===== src/sv/rc4_pkg.sv =====
// shared types and constants for the rc4 stream cipher
package rc4_pkg;

  localparam int PERM_W     = 8;
  localparam int PERM_DEPTH = 256;

  // request command codes
  localparam logic CMD_KEY = 1'b0;
  localparam logic CMD_MSG = 1'b1;

  typedef struct packed {
    logic             cmd;
    logic [PERM_W-1:0] value;
    logic             key_last;
  } req_t;

  typedef struct packed {
    logic [PERM_W-1:0] out_byte;
    logic [PERM_W-1:0] keystream;
    logic              not_keyed;
  } res_t;

  typedef enum logic [3:0] {
    ST_IDLE,
    ST_INIT,
    ST_KS_RD,
    ST_KS_J,
    ST_KS_WI,
    ST_KS_WJ,
    ST_GEN_J,
    ST_GEN_T,
    ST_GEN_OUT,
    ST_PASS
  } state_t;

  // permutation read address source
  typedef enum logic [2:0] {
    PR_I,
    PR_INC,
    PR_JKEY,
    PR_JMSG,
    PR_TNEW,
    PR_TREG
  } pr_sel_t;

  // permutation write source
  typedef enum logic [1:0] {
    PW_NONE,
    PW_IDENT,
    PW_I_RD,
    PW_J_S
  } pw_sel_t;

  typedef struct packed {
    logic    key_wr;
    logic    msg_ld;
    logic    i_clr;
    logic    i_inc;
    logic    j_clr;
    logic    j_ld;
    logic    kidx_clr;
    logic    kidx_step;
    logic    s_ld;
    logic    t_ld;
    logic    sched_done;
    logic    out_ks;
    logic    out_pass;
    pr_sel_t pr_sel;
    pw_sel_t pw_sel;
  } cmd_t;

  typedef struct packed {
    logic keyed;
    logic i_last;
    logic slot_free;
  } sts_t;

endpackage


===== src/sv/rc4_ctrl.sv =====
// sequencer for key loading, key schedule and keystream generation
module rc4_ctrl import rc4_pkg::*; (
  input  logic clk,
  input  logic rst,
  input  logic req_valid,
  output logic req_ready,
  input  req_t req,
  input  sts_t sts,
  output cmd_t cmd
);

  state_t state;
  state_t state_next;

  always_ff @(posedge clk) begin
    if (rst) begin
      state <= ST_IDLE;
    end else begin
      state <= state_next;
    end
  end

  always_comb begin
    state_next = state;
    case (state)
      ST_IDLE: begin
        if (req_valid) begin
          if (req.cmd == CMD_KEY) begin
            if (req.key_last) state_next = ST_INIT;
          end else if (sts.keyed) begin
            state_next = ST_GEN_J;
          end else begin
            state_next = ST_PASS;
          end
        end
      end
      ST_INIT:    if (sts.i_last) state_next = ST_KS_RD;
      ST_KS_RD:   state_next = ST_KS_J;
      ST_KS_J:    state_next = ST_KS_WI;
      ST_KS_WI:   state_next = ST_KS_WJ;
      ST_KS_WJ:   state_next = sts.i_last ? ST_IDLE : ST_KS_RD;
      ST_GEN_J:   state_next = ST_GEN_T;
      ST_GEN_T:   state_next = ST_GEN_OUT;
      ST_GEN_OUT: if (sts.slot_free) state_next = ST_IDLE;
      ST_PASS:    if (sts.slot_free) state_next = ST_IDLE;
      default:    state_next = ST_IDLE;
    endcase
  end

  always_comb begin
    cmd        = '0;
    cmd.pr_sel = PR_INC;
    cmd.pw_sel = PW_NONE;
    req_ready  = 1'b0;
    case (state)
      ST_IDLE: begin
        // nothing is taken while reset is held
        req_ready = !rst;
        if (req_valid && !rst) begin
          if (req.cmd == CMD_KEY) begin
            cmd.key_wr = 1'b1;
            if (req.key_last) begin
              cmd.i_clr    = 1'b1;
              cmd.j_clr    = 1'b1;
              cmd.kidx_clr = 1'b1;
            end
          end else begin
            cmd.msg_ld = 1'b1;
            // first read of the generation step goes out with the request
            if (sts.keyed) cmd.i_inc = 1'b1;
          end
        end
      end
      ST_INIT: begin
        cmd.pw_sel = PW_IDENT;
        cmd.i_inc  = 1'b1;
      end
      ST_KS_RD: begin
        cmd.pr_sel = PR_I;
      end
      ST_KS_J: begin
        cmd.pr_sel = PR_JKEY;
        cmd.j_ld   = 1'b1;
        cmd.s_ld   = 1'b1;
      end
      ST_KS_WI: begin
        cmd.pw_sel = PW_I_RD;
      end
      ST_KS_WJ: begin
        cmd.pw_sel    = PW_J_S;
        cmd.i_inc     = 1'b1;
        cmd.kidx_step = 1'b1;
        if (sts.i_last) cmd.sched_done = 1'b1;
      end
      ST_GEN_J: begin
        cmd.pr_sel = PR_JMSG;
        cmd.j_ld   = 1'b1;
        cmd.s_ld   = 1'b1;
      end
      ST_GEN_T: begin
        cmd.pr_sel = PR_TNEW;
        cmd.pw_sel = PW_I_RD;
        cmd.t_ld   = 1'b1;
      end
      ST_GEN_OUT: begin
        cmd.pr_sel = PR_TREG;
        cmd.pw_sel = PW_J_S;
        if (sts.slot_free) cmd.out_ks = 1'b1;
      end
      ST_PASS: begin
        if (sts.slot_free) cmd.out_pass = 1'b1;
      end
      default: begin
        cmd.pr_sel = PR_INC;
      end
    endcase
  end

endmodule


===== src/sv/rc4_dp.sv =====
// permutation and key memories, stream indices and result register
module rc4_dp import rc4_pkg::*; #(
  parameter int KEY_DEPTH = 256
) (
  input  logic clk,
  input  logic rst,
  input  req_t req,
  input  cmd_t cmd,
  output sts_t sts,
  output res_t res,
  output logic res_valid,
  input  logic res_ready
);

  localparam int KIDX_W = (KEY_DEPTH > 1) ? $clog2(KEY_DEPTH) : 1;
  localparam int KCNT_W = $clog2(KEY_DEPTH + 1);

  logic [PERM_W-1:0] perm [PERM_DEPTH];
  logic [PERM_W-1:0] key_mem [KEY_DEPTH];

  logic [PERM_W-1:0] i;
  logic [PERM_W-1:0] j;
  logic [PERM_W-1:0] s_val;
  logic [PERM_W-1:0] sj_val;
  logic [PERM_W-1:0] t_idx;
  logic [PERM_W-1:0] msg;
  logic [PERM_W-1:0] rd_data;
  logic [PERM_W-1:0] key_data;
  logic [KIDX_W-1:0] kidx;
  logic [KCNT_W-1:0] key_count;
  logic              keyed;

  logic [PERM_W-1:0] praddr;
  logic              pw_en;
  logic [PERM_W-1:0] pw_addr;
  logic [PERM_W-1:0] pw_data;
  logic [PERM_W-1:0] ks_val;
  logic              key_room;
  logic              slot_free;
  logic              kidx_wrap;

  assign key_room  = key_count < KCNT_W'(KEY_DEPTH);
  assign slot_free = !res_valid || res_ready;
  assign kidx_wrap = KCNT_W'(kidx) == (key_count - KCNT_W'(1));

  always_comb begin
    case (cmd.pr_sel)
      PR_I:    praddr = i;
      PR_INC:  praddr = i + PERM_W'(1);
      PR_JKEY: praddr = j + rd_data + key_data;
      PR_JMSG: praddr = j + rd_data;
      PR_TNEW: praddr = s_val + rd_data;
      PR_TREG: praddr = t_idx;
      default: praddr = i;
    endcase
  end

  always_comb begin
    pw_en   = 1'b0;
    pw_addr = i;
    pw_data = rd_data;
    case (cmd.pw_sel)
      PW_NONE:  pw_en = 1'b0;
      PW_IDENT: begin
        pw_en   = 1'b1;
        pw_data = i;
      end
      PW_I_RD:  pw_en = 1'b1;
      PW_J_S:   begin
        pw_en   = 1'b1;
        pw_addr = j;
        pw_data = s_val;
      end
      default:  pw_en = 1'b0;
    endcase
  end

  // after the swap, perm[j] holds s and perm[i] holds the old perm[j]
  always_comb begin
    if (t_idx == j) begin
      ks_val = s_val;
    end else if (t_idx == i) begin
      ks_val = sj_val;
    end else begin
      ks_val = rd_data;
    end
  end

  always_ff @(posedge clk) begin
    if (pw_en) perm[pw_addr] <= pw_data;
    rd_data <= perm[praddr];
  end

  always_ff @(posedge clk) begin
    if (cmd.key_wr && key_room) key_mem[key_count[KIDX_W-1:0]] <= req.value;
    key_data <= key_mem[kidx];
  end

  always_ff @(posedge clk) begin
    if (rst) begin
      i         <= '0;
      j         <= '0;
      key_count <= '0;
      keyed     <= 1'b0;
      res_valid <= 1'b0;
    end else begin
      if (cmd.i_clr) begin
        i <= '0;
      end else if (cmd.i_inc) begin
        i <= i + PERM_W'(1);
      end
      if (cmd.j_clr || cmd.sched_done) begin
        j <= '0;
      end else if (cmd.j_ld) begin
        j <= praddr;
      end
      if (cmd.sched_done) begin
        key_count <= '0;
      end else if (cmd.key_wr && key_room) begin
        key_count <= key_count + KCNT_W'(1);
      end
      if (cmd.sched_done) keyed <= 1'b1;
      if (cmd.out_ks || cmd.out_pass) begin
        res_valid <= 1'b1;
      end else if (res_ready) begin
        res_valid <= 1'b0;
      end
    end
  end

  always_ff @(posedge clk) begin
    if (cmd.msg_ld) msg <= req.value;
    if (cmd.s_ld) s_val <= rd_data;
    if (cmd.t_ld) begin
      t_idx  <= praddr;
      sj_val <= rd_data;
    end
    if (cmd.kidx_clr) begin
      kidx <= '0;
    end else if (cmd.kidx_step) begin
      kidx <= kidx_wrap ? '0 : kidx + KIDX_W'(1);
    end
    if (cmd.out_ks) begin
      res.out_byte  <= msg ^ ks_val;
      res.keystream <= ks_val;
      res.not_keyed <= 1'b0;
    end else if (cmd.out_pass) begin
      res.out_byte  <= msg;
      res.keystream <= '0;
      res.not_keyed <= 1'b1;
    end
  end

  assign sts.keyed     = keyed;
  assign sts.i_last    = i == {PERM_W{1'b1}};
  assign sts.slot_free = slot_free;

  a_no_overwrite: assert property (@(posedge clk) disable iff (rst)
    (cmd.out_ks || cmd.out_pass) |-> slot_free)
    else $error("result register loaded while holding an untaken result");

  a_key_count_range: assert property (@(posedge clk) disable iff (rst)
    key_count <= KCNT_W'(KEY_DEPTH))
    else $error("key byte count beyond key store depth");

  a_sched_end: assert property (@(posedge clk) disable iff (rst)
    cmd.sched_done |=> (i == '0) && (j == '0) && keyed && (key_count == '0))
    else $error("key schedule did not leave clean stream state");

  a_ks_keyed: assert property (@(posedge clk) disable iff (rst)
    cmd.out_ks |-> keyed)
    else $error("keystream result produced without a key");

endmodule


===== src/sv/rc4_stream_cipher.sv =====
// rc4 stream cipher top level: sequencer plus permutation datapath
//
//  channel  handshake              payload   direction
//  request  req_valid / req_ready  req       in:  cmd, value, key_last
//  result   res_valid / res_ready  res       out: out_byte, keystream, not_keyed
//
// key byte request: no result; a key byte marked last then keeps the block busy
//   with the identity fill of 256 entries, then 256 swaps (read i, read j, write i, write j)
// message request with a key: steps set by the one read port and one write port of the
//   permutation memory (read i, read j, write i and read the output index, write j)
// message request before any key: passed through with not_keyed set
// reset (rst, synchronous) clears stream indices i and j, key count, keyed flag and
//   result valid; memories are not cleared, each is written before it is read
// a result waits in the output register while res_ready is low; a new
//   request is still taken, its result is held at the last step until free
module rc4_stream_cipher import rc4_pkg::*; #(
  parameter int KEY_DEPTH = 256
) (
  input  logic clk,
  input  logic rst,
  input  logic req_valid,
  output logic req_ready,
  input  req_t req,
  output logic res_valid,
  input  logic res_ready,
  output res_t res
);

  // command and status between sequencer and datapath
  cmd_t cmd;
  sts_t sts;

  rc4_ctrl u_ctrl (
    .clk       (clk),
    .rst       (rst),
    .req_valid (req_valid),
    .req_ready (req_ready),
    .req       (req),
    .sts       (sts),
    .cmd       (cmd)
  );

  rc4_dp #(
    .KEY_DEPTH (KEY_DEPTH)
  ) u_dp (
    .clk       (clk),
    .rst       (rst),
    .req       (req),
    .cmd       (cmd),
    .sts       (sts),
    .res       (res),
    .res_valid (res_valid),
    .res_ready (res_ready)
  );

endmodule


===== config.mk =====
export PLATFORM = sky130hd
export DESIGN_NAME = rc4_stream_cipher
export DESIGN_NICKNAME = d
export VERILOG_FILES = /design/src/sv/rc4_pkg.sv /design/src/sv/rc4_ctrl.sv /design/src/sv/rc4_dp.sv /design/src/sv/rc4_stream_cipher.sv
export SDC_FILE = /design/constraint.sdc
export NUM_CORES = 2
export LEC_CHECK = 0
export ABC_CLOCK_PERIOD_IN_PS = 12450
export BUFFER_PORTS_ARGS = -buffer_cell sky130_fd_sc_hd__clkbuf_2
export CELL_PAD_IN_SITES_DETAIL_PLACEMENT = 1
export CELL_PAD_IN_SITES_GLOBAL_PLACEMENT = 2
export CORE_ASPECT_RATIO = 2
export CORE_MARGIN = 2
export CORE_UTILIZATION = 34
export CTS_CLUSTER_DIAMETER = 50
export DETAILED_ROUTE_END_ITERATION = 8
export PLACE_DENSITY = 0.72
export SYNTH_ARGS = -nofsm -noshare
export SYNTH_HDL_FRONTEND = slang
export SYNTH_SLANG_ARGS = --single-unit

===== constraint.sdc =====
create_clock -name clk -period 12.45 [get_ports clk]
set_input_delay 0 -clock clk [delete_from_list [all_inputs] [get_ports clk]]
set_output_delay 0 -clock clk [all_outputs]
set_load 0.005 [all_outputs]

==> results.md <==
Outcome:
- The run finished, with violations left.
- The final reports fail on capacitance limit, slew limit.

Setup path:
- The worst setup path is captured at a flip-flop.
- The worst flop-to-flop path startpoint is u_dp.rd_data[1].
- STA classifies the critical path startpoint as a flip-flop.
- The worst endpoint data arrival time is 9.11 ns.
- The start point of the critical path is u_dp.rd_data[1].
- The worst setup path is of the flip-flop to flip-flop kind.
- Along the worst path, the maximum fanout reaches 19.
- For the worst setup path, the data required time is 13.30 ns.

Finish:
- The library cells used most frequently in the layout, excluding fill and tap cells, are sky130_fd_sc_hd__edfxtp_1, sky130_fd_sc_hd__nand2_1, sky130_fd_sc_hd__mux4_2.
- The area growth from synthesis to layout is 12.5%.
- The fraction of layout cells with a size suffix above 1 is 15.7%.
- The filler cell count is 48.0k.
- The final net count is 10.1k.
- For this run, the share of the core covered by cells in the final layout is 38.4%.
- The final cell area excluding filler cells is 0.188 mm^2.
- Leaving out fill and tap cells, the most frequent cell in the layout is sky130_fd_sc_hd__edfxtp_1.

Clock tree:
- Buffers added to address setup during post-CTS repair amount to 0.
- The total CTS buffers is 376.
- The tree built by TritonCTS fans out to 4200 sinks.
- The later pin in the worst-skew pair is clocked with a latency of 1.03 ns.
- After clock tree synthesis, the clock-pin slew on the worst setup and hold paths is 0.07 ns.
- The clock tree root buffer cell is sky130_fd_sc_hd__clkbuf_16.
- No sink is reached through more buffers than the 4 on the longest clock path.
- TritonCTS built the clock tree.
- The CTS H-tree depth is 5.

Place:
- The final RePlAce weighted congestion is 0.935.
- The total half-perimeter wirelength after legalization and detailed placement is 377000 um.
- During placement, the flow inserted port buffers numbering 32.
- The total cell area at the placement stage is 0.175 mm^2.

Synthesis:
- The flop and latch count out of synthesis is 4200.
- The register area share after synthesis is 75.0%.
- The predominant post-synthesis flop cell is sky130_fd_sc_hd__edfxtp_1.
- Each instance of the synthesized netlist takes up on average 16.7 um^2.
- The number of distinct library cells after synthesis is 85.
- The mapped netlist covers 0.167 mm^2.
- The post-synthesis cell count is 9997.
- The number of nets in the synthesized netlist is 10.0k.
- The async set or reset register ratio after synthesis is 0%.
- The synthesized design contains 4144 enable-type register cells.
- For this run, the number of Yosys warnings is 0.

Min path:
- The worst hold path belongs to the class input pin to flip-flop.
- In this run the most critical hold path is launched from req[1].

Die:
- From left edge to right edge, the die measures 500 um.
- 33 I/O pins were placed.
- Once the floorplan was initialized, standard cells occupied 34.1% of the core.
- The initialized floorplan defines 364 standard-cell rows.
- The region available for standard cell placement spans 0.491 mm^2.
- The area enclosed by the die boundary is 0.498 mm^2.
- The floorplan step set the die height to 996 um.

Route:
- The detailed router finished its first iteration with 8853 violations.
- The number of vias per cell is 5.62.
- After detailed routing, the average wire length per cell comes to 34.3 um.
- The final routed DRC violation total is 0.
- The detail route stage leaves a number of antenna-violating nets equal to 0.
- For this run, the detailed router's first-pass iteration total came to 6.
- The routed wire length is 578000 um.
- The total number of vias is 94.6k.

Timing:
- The minimum clock period after layout is 8.26 ns.
- Setup repair after global routing left no endpoint under its margin.
- Static timing analysis puts the maximum clock frequency at 121 MHz.
- The final sum of negative setup slack is 0 ns.
- The final critical path takes up 66.4% of the cycle.
- The clock arrives with 0.116 ns of skew.
- The actual transition at the worst max-transition pin is 1.60 ns.
- The worst pin sits at a relative slew slack of -7.98%.
- The count of final max-slew check failures was 11.
- The number of endpoints with negative hold slack in the final report is 0.
- Setup violations remaining at the end of the flow were counted as 0.

Power:
- The ratio of total power to cell area is 247 mW/mm^2.
- The worst IR drop on VDD is 0.311 mV.
- The cell leakage power is 58.2 nW.

Job:
- The count of max-cap constraint violations is 2.

GRT:
- The via count of the first global-routing pass is 100k.
- Entering global routing, the biggest net connects 128 pins.
- For this run the aggregate overflow at the end of global routing stands at 0.
- The first global-routing pass estimated 804000 um of wire.
- The number of antenna violations at the first check in global routing is 48.
- The total routing resource utilization after global routing is 22.8%.
==> through the flow <==
step           total power [mW]  setup slack (ns)  hold slack (ns)  std cells
6_report                   46.5              4.19           0.0714      16800
5_1_grt                    47.6              4.40           0.0982      16800
4_1_cts                    46.3              4.77           0.0402      16700
3_5_place_dp               34.4              4.76            0.323      16000
3_3_place_gp               34.1              4.82            0.305      16000
2_1_floorplan              26.8              3.17           0.0919       9997
==> synth_stat cells, drive strengths merged (12+ instances only) <==
| library cell | count | area share, % |
|---|---|---|
| nor4 | 30 | 0.11 |
| nor2b | 13 | 0.049 |
| mux4 | 688 | 9.3 |
| o21ai | 97 | 0.29 |
| xnor2 | 30 | 0.16 |
| dfxtp | 56 | 0.67 |
| o221ai | 12 | 0.063 |
| or3 | 16 | 0.060 |
| a32oi | 45 | 0.24 |
| nor2 | 647 | 1.5 |
| nand3b | 15 | 0.067 |
| buf | 348 | 0.98 |
| nand2 | 1631 | 3.7 |
| and3 | 218 | 0.81 |
| a32o | 15 | 0.090 |
| mux2i | 204 | 1.2 |
| nand3 | 410 | 1.2 |
| clkbuf | 309 | 0.69 |
| inv | 27 | 0.064 |
| a221oi | 38 | 0.20 |
| xor2 | 34 | 0.18 |
| a211oi | 105 | 0.47 |
| ha | 28 | 0.21 |
| nand2b | 19 | 0.071 |
| o31ai | 12 | 0.054 |
| edfxtp | 4144 | 74 |
| a22oi | 30 | 0.13 |
| a21oi | 172 | 0.51 |
| a31oi | 140 | 0.52 |
| a311oi | 122 | 0.64 |
| nand4 | 63 | 0.24 |
| o211ai | 18 | 0.081 |
| nor3 | 52 | 0.16 |
| o22ai | 45 | 0.17 |
==> sequential cells by signal, summed over array words and instances, names as in the netlist <==
name,cells
u_ctrl.state,4
u_dp.i,8
u_dp.j,8
u_dp.key_count,9
u_dp.key_data,8
u_dp.key_mem,2048
u_dp.keyed,1
u_dp.kidx,8
u_dp.msg,8
u_dp.perm,2048
u_dp.rd_data,8
u_dp.res,17
u_dp.res_valid,1
u_dp.s_val,8
u_dp.sj_val,8
u_dp.t_idx,8
==> cell type report <==
class                           count  area, um^2  area share (%)
Clock inverter                    235        2620            1.39
Clock buffer                      457        9860            5.24
Multi-Input combinational cell   5112       39300            20.9
Timing Repair Buffer              297        2490            1.32
Sequential cell                  4200      126000            66.7
Antenna cell                       94         235           0.125
Tap cell                         6405        8010            4.26
Inverter                           28         194           0.103
==> cells by family after synthesis <==
logic type | share of synthesized area (%)
simple gates | 8.12
xor+xnor | 0.335
buf+inv | 1.74
compound gates | 4.02
fa+ha+maj | 0.245
flops | 75.0
mux | 10.5
==> power breakdown <==
group / internal [mW] / total [mW] / switching, mW
clock network: 6.59 / 12.1 / 5.47
registers: 17.2 / 17.4 / 0.171
logic: 4.51 / 17.0 / 12.5
total: 28.3 / 46.5 / 18.2
==> final timing paths <==
check,to,slack [ns],cells past startpoint
worst max register to register,u_dp.rd_data[4],4.19,21
worst min-delay path,u_dp.msg[0],0.07,2
worst min register to register,u_dp.keyed,0.54,2
worst max-delay path,u_dp.rd_data[4],4.19,21
==> metal layers <==
metal  track usage, %  vias to the layer above  routed length (um)
met5                0                        -                  88
met4             20.8                       14               61900
met3             3.34                     1462               30400
met2             40.7                     3682              301000
met1             22.9                    50100              184000
li1                 -                    39400                   -
==> critical path, cell delays in order, from the launching register on <==
cell,delay (ns)
sky130_fd_sc_hd__dfxtp_1,0.42
sky130_fd_sc_hd__ha_1,0.35
sky130_fd_sc_hd__a211oi_1,0.10
sky130_fd_sc_hd__nor3b_1,0.52
sky130_fd_sc_hd__o21a_1,0.23
sky130_fd_sc_hd__nor2_1,0.06
sky130_fd_sc_hd__xnor2_1,0.13
sky130_fd_sc_hd__ha_1,0.41
sky130_fd_sc_hd__nor3b_1,0.24
sky130_fd_sc_hd__mux2i_1,0.12
sky130_fd_sc_hd__o22ai_1,0.21
sky130_fd_sc_hd__o22ai_2,0.10
sky130_fd_sc_hd__buf_4,0.24
sky130_fd_sc_hd__inv_2,0.69
sky130_fd_sc_hd__nand2_1,0.96
sky130_fd_sc_hd__buf_4,0.53
sky130_fd_sc_hd__nor4_1,1.07
sky130_fd_sc_hd__a311o_1,0.39
sky130_fd_sc_hd__nor4_2,0.15
sky130_fd_sc_hd__buf_4,0.23
sky130_fd_sc_hd__a31oi_1,0.63
sky130_fd_sc_hd__o22ai_1,0.21
==> what timing repair did <==
| action | CTS | global route |
|---|---|---|
| gates resized for setup | 0 | 0 |
| hold endpoints to repair | 601 | 0 |
| hold buffers | 21 | 0 |
Note: power is estimated with default switching activity, not from simulation.
